===== config.mk =====
export PLATFORM = sky130hd
export DESIGN_NAME = pse_ctrl
export DESIGN_NICKNAME = d
export VERILOG_FILES = /design/src/rtl/pse_pkg.sv /design/src/rtl/pse_ctrl.sv
export SDC_FILE = /design/constraint.sdc
export NUM_CORES = 1
export LEC_CHECK = 0
export ABC_AREA = 1
export BUFFER_PORTS_ARGS = -buffer_cell sky130_fd_sc_hd__buf_2
export CORE_AREA = 2 2 270 272
export DETAILED_ROUTE_END_ITERATION = 12
export DIE_AREA = 0 0 272 274
export HOLD_SLACK_MARGIN = 0.05
export PLACE_DENSITY_LB_ADDON = 0.12
export SETUP_SLACK_MARGIN = 0.3
export SLEW_MARGIN = 20
export SYNTH_ARGS = -nofsm -noshare
export SYNTH_HDL_FRONTEND = slang
export SYNTH_SLANG_ARGS = --single-unit

===== constraint.sdc =====
create_clock -name clk -period 25.6 [get_ports clk]
set_clock_uncertainty 0.15 [all_clocks]
set_input_delay 6.4 -clock clk [delete_from_list [all_inputs] [get_ports clk]]
set_output_delay 6.4 -clock clk [all_outputs]
set_load 0.02 [all_outputs]

===== src/rtl/pse_pkg.sv =====
// Package for the ping-pong snapshot engine.
// Holds the controller state type, request kind codes, field widths and the fill pattern.
// No dependencies.
package pse_pkg;

  localparam int KIND_W  = 2;
  localparam int PAGE_W  = 10;
  localparam int DATA_W  = 64;
  localparam int CFG_W   = 11;

  localparam logic [CFG_W-1:0]  PIU_RESET    = 11'd1024;
  localparam logic [DATA_W-1:0] FILL_PATTERN = 64'h5353_5353_5353_5353;

  localparam logic [KIND_W-1:0] KIND_READ_LIVE  = 2'd0;
  localparam logic [KIND_W-1:0] KIND_WRITE      = 2'd1;
  localparam logic [KIND_W-1:0] KIND_CHECKPOINT = 2'd2;
  localparam logic [KIND_W-1:0] KIND_READ_SNAP  = 2'd3;

  typedef enum logic [2:0] {
    ST_CLEAR,
    ST_IDLE,
    ST_ACCESS,
    ST_WALK,
    ST_HOLD
  } state_t;

  typedef struct packed {
    logic wr_en;
    logic rd_en;
  } mem_cmd_t;

endpackage


===== src/rtl/pse_ctrl.sv =====
// Request sequencer: clearing pass, read-modify-write of page rows, checkpoint walk.
// Depends on pse_pkg; drives one pse_store instance through the memory ports.
module pse_ctrl #(
  parameter int PAGES      = 1024,
  parameter int FIELD_BITS = 64
) (
  input  logic                           clk,
  input  logic                           rst,
  input  logic                           in_valid,
  output logic                           in_stall,
  input  logic [pse_pkg::KIND_W-1:0]     kind,
  input  logic [pse_pkg::PAGE_W-1:0]     page_index,
  input  logic [pse_pkg::DATA_W-1:0]     data,
  input  logic                           cfg_wr_en,
  input  logic [pse_pkg::CFG_W-1:0]      cfg_wr_data,
  output logic                           out_valid,
  input  logic                           out_stall,
  output logic [pse_pkg::DATA_W-1:0]     read_data,
  output logic                           set_bit,
  output pse_pkg::mem_cmd_t              cmd,
  output logic [$clog2(PAGES)-1:0]       waddr,
  output logic [4*FIELD_BITS+1:0]        wdata,
  output logic [$clog2(PAGES)-1:0]       raddr,
  input  logic [4*FIELD_BITS+1:0]        rdata
);
  import pse_pkg::*;

  localparam int FB    = FIELD_BITS;
  localparam int AW    = $clog2(PAGES);
  localparam int CW    = AW + 1;
  localparam int CMPW  = (CW > CFG_W) ? CW : CFG_W;
  localparam int ROW_W = 4 * FB + 2;
  // row layout: live | odd | even | snapshot | odd dirty | even dirty
  localparam int LIVE_LO = 0;
  localparam int ODD_LO  = FB;
  localparam int EVEN_LO = 2 * FB;
  localparam int SNAP_LO = 3 * FB;
  localparam int ODD_D   = 4 * FB;
  localparam int EVEN_D  = 4 * FB + 1;

  localparam logic [FB-1:0]   FILL    = FILL_PATTERN[FB-1:0];
  localparam logic [CMPW-1:0] PAGES_C = CMPW'(PAGES);

  state_t state, state_next;

  logic [CW-1:0]     cnt;
  logic [CW-1:0]     limit;
  logic              current_set;
  logic [CFG_W-1:0]  pages_in_use;
  logic [KIND_W-1:0] kind_q;
  logic              ok_q;
  logic [AW-1:0]     addr_q;
  logic [FB-1:0]     data_q;
  logic              pend_valid;
  logic [AW-1:0]     pend_addr;
  logic [FB-1:0]     out_data;
  logic [FB-1:0]     hold_data;

  logic              accept;
  logic [CMPW-1:0]   page_ext;
  logic [CMPW-1:0]   piu_ext;
  logic [CMPW-1:0]   lim_w;
  logic              page_ok;
  logic [AW-1:0]     page_addr;
  logic              clear_last;
  logic              walk_more;
  logic              walk_dirty;
  logic              hold_needed;
  logic              complete;
  logic              load;
  logic [FB-1:0]     res;
  logic [FB-1:0]     access_res;
  logic [ROW_W-1:0]  fill_row;
  logic [ROW_W-1:0]  wr_row;
  logic [ROW_W-1:0]  walk_row;

  assign accept      = in_valid && !in_stall;
  assign page_ext    = CMPW'(page_index);
  assign piu_ext     = CMPW'(pages_in_use);
  assign lim_w       = (piu_ext > PAGES_C) ? PAGES_C : piu_ext;
  assign page_ok     = page_ext < PAGES_C;
  assign page_addr   = page_ext[AW-1:0];
  assign clear_last  = cnt[AW-1:0] == AW'(PAGES - 1);
  assign walk_more   = cnt < limit;
  assign walk_dirty  = current_set ? rdata[EVEN_D] : rdata[ODD_D];
  assign hold_needed = out_valid && out_stall;

  always_comb begin
    fill_row                    = '0;
    fill_row[LIVE_LO +: FB]     = FILL;
    fill_row[ODD_LO  +: FB]     = FILL;
    fill_row[EVEN_LO +: FB]     = FILL;
    fill_row[SNAP_LO +: FB]     = FILL;
    fill_row[ODD_D]             = 1'b0;
    fill_row[EVEN_D]            = 1'b1;

    wr_row                      = rdata;
    wr_row[LIVE_LO +: FB]       = data_q;
    if (current_set) begin
      wr_row[EVEN_LO +: FB]     = data_q;
      wr_row[EVEN_D]            = 1'b1;
    end else begin
      wr_row[ODD_LO +: FB]      = data_q;
      wr_row[ODD_D]             = 1'b1;
    end

    walk_row                    = rdata;
    if (current_set) begin
      walk_row[SNAP_LO +: FB]   = rdata[EVEN_LO +: FB];
      walk_row[EVEN_LO +: FB]   = '0;
      walk_row[EVEN_D]          = 1'b0;
    end else begin
      walk_row[SNAP_LO +: FB]   = rdata[ODD_LO +: FB];
      walk_row[ODD_LO +: FB]    = '0;
      walk_row[ODD_D]           = 1'b0;
    end

    access_res = '0;
    if (ok_q) begin
      case (kind_q)
        KIND_READ_LIVE: access_res = rdata[LIVE_LO +: FB];
        KIND_READ_SNAP: access_res = rdata[SNAP_LO +: FB];
        default:        access_res = '0;
      endcase
    end
  end

  always_ff @(posedge clk) begin
    if (rst) begin
      state <= ST_CLEAR;
    end else begin
      state <= state_next;
    end
  end

  always_comb begin
    state_next = state;
    in_stall   = 1'b1;
    cmd        = '0;
    raddr      = page_addr;
    waddr      = addr_q;
    wdata      = wr_row;
    complete   = 1'b0;
    res        = '0;
    unique case (state)
      ST_CLEAR: begin
        cmd.wr_en = 1'b1;
        waddr     = cnt[AW-1:0];
        wdata     = fill_row;
        if (clear_last) begin
          state_next = ST_IDLE;
        end
      end
      ST_IDLE: begin
        in_stall = 1'b0;
        if (in_valid) begin
          cmd.rd_en  = 1'b1;
          state_next = (kind == KIND_CHECKPOINT) ? ST_WALK : ST_ACCESS;
        end
      end
      ST_ACCESS: begin
        cmd.wr_en  = (kind_q == KIND_WRITE) && ok_q;
        complete   = 1'b1;
        res        = access_res;
        state_next = hold_needed ? ST_HOLD : ST_IDLE;
      end
      ST_WALK: begin
        raddr     = cnt[AW-1:0];
        cmd.rd_en = walk_more;
        waddr     = pend_addr;
        wdata     = walk_row;
        cmd.wr_en = pend_valid && walk_dirty;
        if (!walk_more && !pend_valid) begin
          complete   = 1'b1;
          state_next = hold_needed ? ST_HOLD : ST_IDLE;
        end
      end
      ST_HOLD: begin
        if (!out_stall) begin
          state_next = ST_IDLE;
        end
      end
      default: state_next = ST_CLEAR;
    endcase
  end

  assign load = (complete && !hold_needed) || (state == ST_HOLD && !out_stall);

  always_ff @(posedge clk) begin
    if (rst) begin
      cnt          <= '0;
      current_set  <= 1'b0;
      pages_in_use <= PIU_RESET;
      pend_valid   <= 1'b0;
      out_valid    <= 1'b0;
    end else begin
      if (cfg_wr_en) begin
        pages_in_use <= cfg_wr_data;
      end
      if (state == ST_CLEAR || (state == ST_WALK && walk_more)) begin
        cnt <= cnt + 1'b1;
      end else if (accept) begin
        cnt <= '0;
      end
      if (accept && kind == KIND_CHECKPOINT) begin
        current_set <= !current_set;
      end
      pend_valid <= (state == ST_WALK) && walk_more;
      if (load) begin
        out_valid <= 1'b1;
      end else if (!out_stall) begin
        out_valid <= 1'b0;
      end
    end
  end

  always_ff @(posedge clk) begin
    if (accept) begin
      kind_q <= kind;
      ok_q   <= page_ok;
      addr_q <= page_addr;
      data_q <= data[FB-1:0];
      limit  <= lim_w[CW-1:0];
    end
    pend_addr <= cnt[AW-1:0];
    if (complete && hold_needed) begin
      hold_data <= res;
    end
    if (load) begin
      out_data <= (state == ST_HOLD) ? hold_data : res;
      set_bit  <= current_set;
    end
  end

  assign read_data = DATA_W'(out_data);

endmodule


**After elaboration in Yosys (flattened, before gate mapping)**

Cells that the tools add are included.

- Multiplexer cells: 34
- Order comparisons: 3
- Equal/unequal tests: 13
- Add/sub/neg operators: 1
- Reduce and logical (&&, ||, !) cells: 21

Operators by type and width:

| cell | count |
|---|---|
| $pmux 258 s2 | 1 |
| $mux 64 | 8 |
| $pmux 64 s2 | 1 |
| $mux 11 | 2 |
| $pmux 10 s2 | 1 |
| $mux 3 | 5 |
| $pmux 3 s5 | 1 |
| $add 11x1->11 const B | 1 |
| $gt 11x11->1 const B | 1 |
| $lt 10x11->1 const B | 1 |
| $lt 11x11->1 | 1 |
| $mux 1 | 11 |
| $eq 10x10->1 const B | 1 |
| $logic_and 1x1->1 | 10 |
| $mux 10 | 1 |
| $ne 2x2->1 const B | 4 |
| $eq 3x2->1 const B | 2 |
| $logic_not 1->1 | 5 |
| $eq 2x2->1 const B | 2 |
| $pmux 1 s2 | 2 |
| $reduce_and 4->1 | 1 |
| $eq 3x1->1 const B | 1 |
| $eq 3x3->1 const B | 1 |
| $logic_not 3->1 | 1 |
| other kinds (6) | 7 |

- Flip-flop bits (word level): 255

**Longest topological paths before layout**

Gate-level depths: netlist (run 1).

- Depth after elaboration: 8
- Depth in mapped cells: 13
- Depth with buffers taken out: 13

**Worst setup path after synthesis (run 1)**

No wires, ideal clock.

- Path type: input port to output port
- Start point: input port in_valid
- End point: output port cmd[0] (netlist name)
- Data arrival time: 11.114 ns
- Required time: 19.050 ns
- Stages on the path: 5
- Slack: 7.936 ns
- Cells stage by stage: inv_1 nor2_1 inv_1 clkbuf_1 nand2_1

RTL lines:

| what | line | source |
|---|---|---|
| from (decl) | pse_ctrl.sv:9 | `input logic in_valid,` |
| to (decl) | pse_ctrl.sv:20 | `output pse_pkg::mem_cmd_t cmd,` |

**Worst setup path after layout (run 1)**

- Start point: input port rdata[116]
- End point: output port wdata[244]

- Cells in the longest elaborated chain, start to end: 2

RTL lines:

| what | line | source |
|---|---|---|
| from (decl) | pse_ctrl.sv:24 | `input logic [4*FIELD_BITS+1:0] rdata` |
| $mux 64 | pse_ctrl.sv:108 | `if (current_set) begin` |
| $pmux 258 s2 | pse_ctrl.sv:145 | `unique case (state)` |
| to (decl) | pse_ctrl.sv:22 | `output logic [4*FIELD_BITS+1:0] wdata,` |

No other way between the ends.

==> out/results.tsv, run 1 <==
stage	metric	value	unit
timing	max_slew_margin	0.262	
synthesis	syn_avg_cell_area	8.69	sq um
place	dp_hpwl	64800	um
timing	rsz0062_at_grt	false	
layout	syn2layout_area_growth	37.2	%
clocking	cts_setup_buffers	0	
layout	fill_cells	7918	
timing	fin_ws	11380	ps
synthesis	synth_nets	2084	
floorplan	die_w	272	um
place	gp_congestion	0.959	
timing	tightest_slew	1110	ps
hold_path	hold_path_class	reg -> reg	
pwr	power.density	107	nW/um^2
pwr	peakVddDrop	0.0000594	V
timing	report.final.hold_viol_count	0	
timing	timing.setup.tns	0	ps
layout	final_common_cell	buf_2	
timing	setup_viol	0	
place	pre_cts_ws	11210	ps
route	drt_iter0_drc	1124	
setup_path	slowest_stage	o311ai_1	
route	first_pass_iters	6	
timing	fmax	0.0703	GHz
global_routing	grt_pass1_vias	14929	
pwr	p_total	2.20	mW
route	routed.top_layer	met5	
synthesis	synth_top_area_share	0.434	
clocking	cts-root-buf	clkbuf_16	
setup_path	startpoint_type	primary input	
job	drv_cap	0	
route	met3WireLength	5450	um
timing	post-route-min-period	14220	ps
synthesis	ys_warn_count	0	
route	via_per_inst	4.76	
clocking	ctsHoldBuffers	0	
synthesis	ys_top_cells_by_area	edfxtp_1, nand2_1, o21ai_0, a21oi_4, a21oi_1	
layout	drive_gt1_frac	0.379	
global_routing	grt_overflow	0	
setup_path	crit_top_cell	buf_2	
clocking	cts_tree	built	
setup_path	endpoint_kind	output pin	
synthesis	synth.distinct_cells	37	
route	ant_nets	0	
floorplan	design.die.area	74500	sq um
setup_path	crit_chain	buf_2, nor2_1, o311ai_1, buf_2	
floorplan	fp.dieH	274	um
route	via_count	15838	
place	dpl-instance-area	19200	sq um
setup_path	crit_required	19050	ps
setup_path	path_class	in -> out	
setup_path	max_stage_delay	820	ps
layout	fin_nets	2694	
run_status	outcome	complete, no violations	
floorplan	core_area	72000	sq um
floorplan	rows	99	
setup_path	critPathMaxFanout	2	
global_routing	grt_max_degree	175	
floorplan	io_pins	697	
timing	finalCritPeriodShare	0.556	
floorplan	start_util	0.208	
synthesis	ys_seq_elements	254	
clocking	cts_made_buffers	37	
clocking	cts_resized	0	
route	route.met2.wl	41500	um
route	wl_per_cell	26.2	um
clocking	clk_pin_slew	60	ps
synthesis	synthesis.area	14900	sq um
global_routing	antenna_found_initial	15	
global_routing	grt_usage	0.223	
place	place.port_buffers	696	
synthesis	yosysTopAreaCell	edfxtp_1	
timing	slew_violations	0	
setup_path	arrival	7670	ps
clocking	cts_buffer_depth	3	
layout	final_cell_mix	buf_2, nand2_1, edfxtp_1	
clocking	insertion_delay	540	ps
synthesis	synth_cells	1720	
global_routing	grt_pass1_wl	119000	um
route	wl_met1	38500	um
route	drc_errors	0	
pwr	p_leak	8.76	nW
synthesis	synth.yosys.seq_area_share	0.485	
clocking	htreeDepth	2	
layout	stdcell_area	20500	sq um
route	drt_wl_total	87200	um
clocking	cts_num_sinks	254	
## metrics by stage
step | std cells | utilization | hold slack, ps
CTS | 3318 | 0.285 | 280
floorplan | 1720 | - | 230
global route | 3320 | 0.285 | 296
global placement | 3250 | 0.267 | 266
finish | 3324 | 0.285 | 277
detailed placement | 3250 | 0.267 | 266
## synthesized netlist by cell type (all sizes together)
cell	number
o311ai	30
o31ai	4
ha	14
or2	1
a2bb2oi	1
nand4	16
a21oi	220
a31oi	1
o22ai	1
a21o	1
nor3	8
xor2	5
inv	161
nand3	15
nor4	2
edfxtp	216
o21ai	214
a31o	64
nand2	438
dfxtp	38
o211ai	40
a21boi	1
o21a	1
nor2	87
o2111ai	1
buf	44
clkbuf	96
## where the power goes
| group | switching (mW) | total [mW] | internal (mW) |
|---|---|---|---|
| combinational | 0.838 | 1.11 | 0.274 |
| sequential | 0.0364 | 0.544 | 0.508 |
| clock | 0.210 | 0.542 | 0.332 |
## registers in the layout, indices dropped and copies added (netlist names)
register,cells
read_data,64
current_set,1
pend_addr,10
data_q,64
kind_q,2
hold_data,64
limit,11
addr_q,10
cnt,11
pages_in_use,11
pend_valid,1
state,3
out_valid,1
set_bit,1
## kinds of logic (layout without fill, tap and decap cells)
logic type	after synthesis	count (layout)	share of synthesized area
adders and majority gates	14	14	0.0117
other	0	6	0
xor gates and xnor gates	5	5	0.00293
AOI/OAI and AO/OA	579	579	0.270
buffers and inverters	301	940	0.0822
DFF	254	254	0.485
and+or+nand+nor	567	567	0.148
## layer usage
metal,track usage,up-vias
li1,-,7203
met1,0.299,7880
met2,0.373,636
met3,0.0426,107
met4,0.0473,12
met5,0,-
## final timing paths
path	slack [ps]	end	start	cells after the start
setup / recovery	11380	wdata[244]	rdata[116]	4
hold / removal	280	pend_addr[3]	cnt[3]	0
setup reg to reg	21190	read_data[53]	state[2]	7
hold reg to reg	280	pend_addr[3]	cnt[3]	0
## layout make-up
type                       instances  area, sq um  area share
multi-input combinational       1165         6560       0.320
clock buffer                      46         1010      0.0494
inverter                         161          614      0.0300
timing repair buffer             711         3610       0.176
antenna                            6         15.0    0.000732
sequential                       254         7250       0.354
clock inverter                    22          245      0.0120
tap                              959         1200      0.0585
## worst max-delay path: cells and delay by family
kind                   cells  cell delay (ps)
buffers and inverters      2              410
AND/OR/NAND/NOR            1               40
AO/OA/AOI/OAI              1              820
Note: power is estimated with default switching activity, not from simulation.
==> run 2, diff against run 1 <==
==> constraint.sdc (replaced) <==
create_clock -name clk -period 11.55 [get_ports clk]
set_clock_uncertainty 0.15 [all_clocks]
set_input_delay 2.8875 -clock clk [delete_from_list [all_inputs] [get_ports clk]]
set_output_delay 2.8875 -clock clk [all_outputs]
set_load 0.02 [all_outputs]
==> out/results.tsv, run 2 (same netlist as run 1, synthesis figures left out) <==
stage	metric	value	unit	change
floorplan	start_util	0.208		unchanged
route	drt_iter0_drc	1153		+2.6%
floorplan	die_w	272	um	unchanged
route	via_count	15910		+0.45%
timing	fmax	0.130	GHz	
timing	holdWs	274	ps	-3.82 ps
route	first_pass_iters	7		+1
timing	finalCritPeriodShare	0.667		
pwr	power.density	235	nW/um^2	+120%
global_routing	grt_usage	0.231		+0.00804
pwr	clkPwrFrac	0.234		-0.012
hold_path	min_path_cells	0		unchanged
place	gp_congestion	1.00		+4.7%
route	drc_errors	0		unchanged
clocking	clk_pin_slew	60	ps	about the same
timing	report.final.hold_viol_count	0		unchanged
pwr	p_int	2.42	mW	+120%
route	wl_per_cell	27.1	um	+3.2%
clocking	cts_resized	0		unchanged
layout	multi_input_area	6560	sq um	unchanged
floorplan	design.die.area	74500	sq um	unchanged
place	place.port_buffers	696		unchanged
floorplan	fp.dieH	274	um	unchanged
layout	fill_cells	7938		+0.25%
pwr	swShare	0.496		+0.00284
job	drv_cap	0		unchanged
layout	drive_gt1_frac	0.379		about the same
setup_path	critPathMaxFanout	100		+98
clocking	htreeDepth	2		unchanged
setup_path	r2r_cells	7		unchanged
setup_path	crit_required	8510	ps	-10540 ps
setup_path	endpoint_kind	output pin		
global_routing	grt_pass1_vias	15129		+1.3%
pwr	combinationalPowerShare	0.515		+0.009
route	via_per_inst	4.78		+0.30%
timing	timing.setup.tns	0	ps	unchanged
floorplan	core_area	72000	sq um	unchanged
layout	fin_nets	2697		+0.11%
clocking	cts_made_buffers	36		-2.7%
clocking	insertion_delay	550	ps	about the same
setup_path	path_class	reg -> out		
place	dpl-instance-area	19200	sq um	about the same
clocking	cts_setup_buffers	0		unchanged
route	drt_wl_total	90100	um	+3.3%
pwr	peakVddDrop	0.000142	V	+140%
place	dp_hpwl	68300	um	+5.4%
pwr	p_leak	8.75	nW	-0.16%
setup_path	arrival	4670	ps	-3000 ps
layout	regArea	7250	sq um	unchanged
layout	syn2layout_area_growth	36.9	%	
global_routing	grt_overflow	0		unchanged
pwr	p_sw	2.38	mW	+120%
layout	final_cell_mix	buf_2, nand2_1, edfxtp_1		
clocking	cts-root-buf	clkbuf_16		
clocking	cts_num_sinks	254		unchanged
route	ant_nets	0		unchanged
clocking	ctsHoldBuffers	0		unchanged
timing	setup_viol	0		unchanged
setup_path	startpoint_type	flop		
layout	fin_util	0.284		-0.000783
timing	max_slew_margin	0.248		-0.0144
global_routing	grt_max_degree	101		-42%
hold_path	hold_path_class	reg -> reg		
timing	slew_violations	0		unchanged
floorplan	rows	99		unchanged
timing	tightest_slew	1110	ps	+7.42 ps
layout	final_common_cell	buf_2		
clocking	cts_buffer_depth	3		unchanged
floorplan	io_pins	697		unchanged
clocking	cts_tree	built		
global_routing	antenna_found_initial	34		+19
pwr	p_seq_frac	0.251		+0.003
global_routing	grt_pass1_wl	123000	um	+3.1%
run_status	outcome	complete, no violations		
timing	rsz0062_at_grt	false		
timing	post-route-min-period	7710	ps	
layout	stdcell_area	20400	sq um	-0.27%
-- run 2: changes by cell type in the layout (fill, tap and decap cells not counted), moves of 2 or more --
| cell | change |
|---|---|
| buf_4 | +5 |
| clkbuf_1 | +2 |
| clkbuf_16 | -3 |
| clkinv_1 | -2 |
| clkinvlp_4 | -3 |
| diode_2 | +4 |
-- run 2: path summary, 6_finish.rpt --
| check | from | slack [ps] | to |
|---|---|---|---|
| worst max register to register | state[2] | 7700 | read_data[50] |
| worst max-delay path | state[2] | 3840 | wdata[123] |
| worst min register to register | cnt[4] | 270 | pend_addr[4] |
| worst min-delay path | cnt[4] | 270 | pend_addr[4] |
-- run 2: worst max-delay path: stages, from the launching register on --
cell,delay [ps]
dfxtp_4,1000
inv_2,180
nand2_8,580
nand2_2,730
inv_2,160
buf_4,560
nand2_1,210
a21oi_1,400
buf_2,250
-- run 2: layout make-up --
type,count,share of cell area
flip-flops and latches,254,0.355
well taps,959,0.0587
clock inverters,19,0.0105
repair buffers,715,0.177
inverters,161,0.0300
multi-input cells,1165,0.321
diodes,10,0.00122
clock buffers,46,0.0469
-- run 2: per-stage QoR --
stage / total power, mW / std cells / worst slack (ps)
after floorplan: 2.62 / 1720 / 911
after global placement: 3.71 / 3254 / 4210
after detailed placement: 3.70 / 3254 / 4200
after CTS: 4.86 / 3319 / 3580
after global routing: 5.04 / 3325 / 3600
final: 4.80 / 3329 / 3840
-- run 2: metal layers --
layer / part of all wire / up-vias / track usage / wire [um]
li1: - / 7204 / - / -
met5: 0.0018 / - / 0 / 159
met4: 0.020 / 24 / 0.0460 / 1770
met2: 0.46 / 671 / 0.375 / 41800
met3: 0.074 / 121 / 0.0562 / 6660
met1: 0.44 / 7890 / 0.313 / 39700
-- run 2: power by group through the flow --
stage | registers (mW) | logic [mW] | clock network [mW]
after floorplan | 1.25 | 1.37 | 0
after global placement | 1.22 | 2.49 | 0
after global routing | 1.22 | 2.63 | 1.20
after detailed placement | 1.22 | 2.48 | 0
after CTS | 1.21 | 2.49 | 1.17
final | 1.21 | 2.47 | 1.12
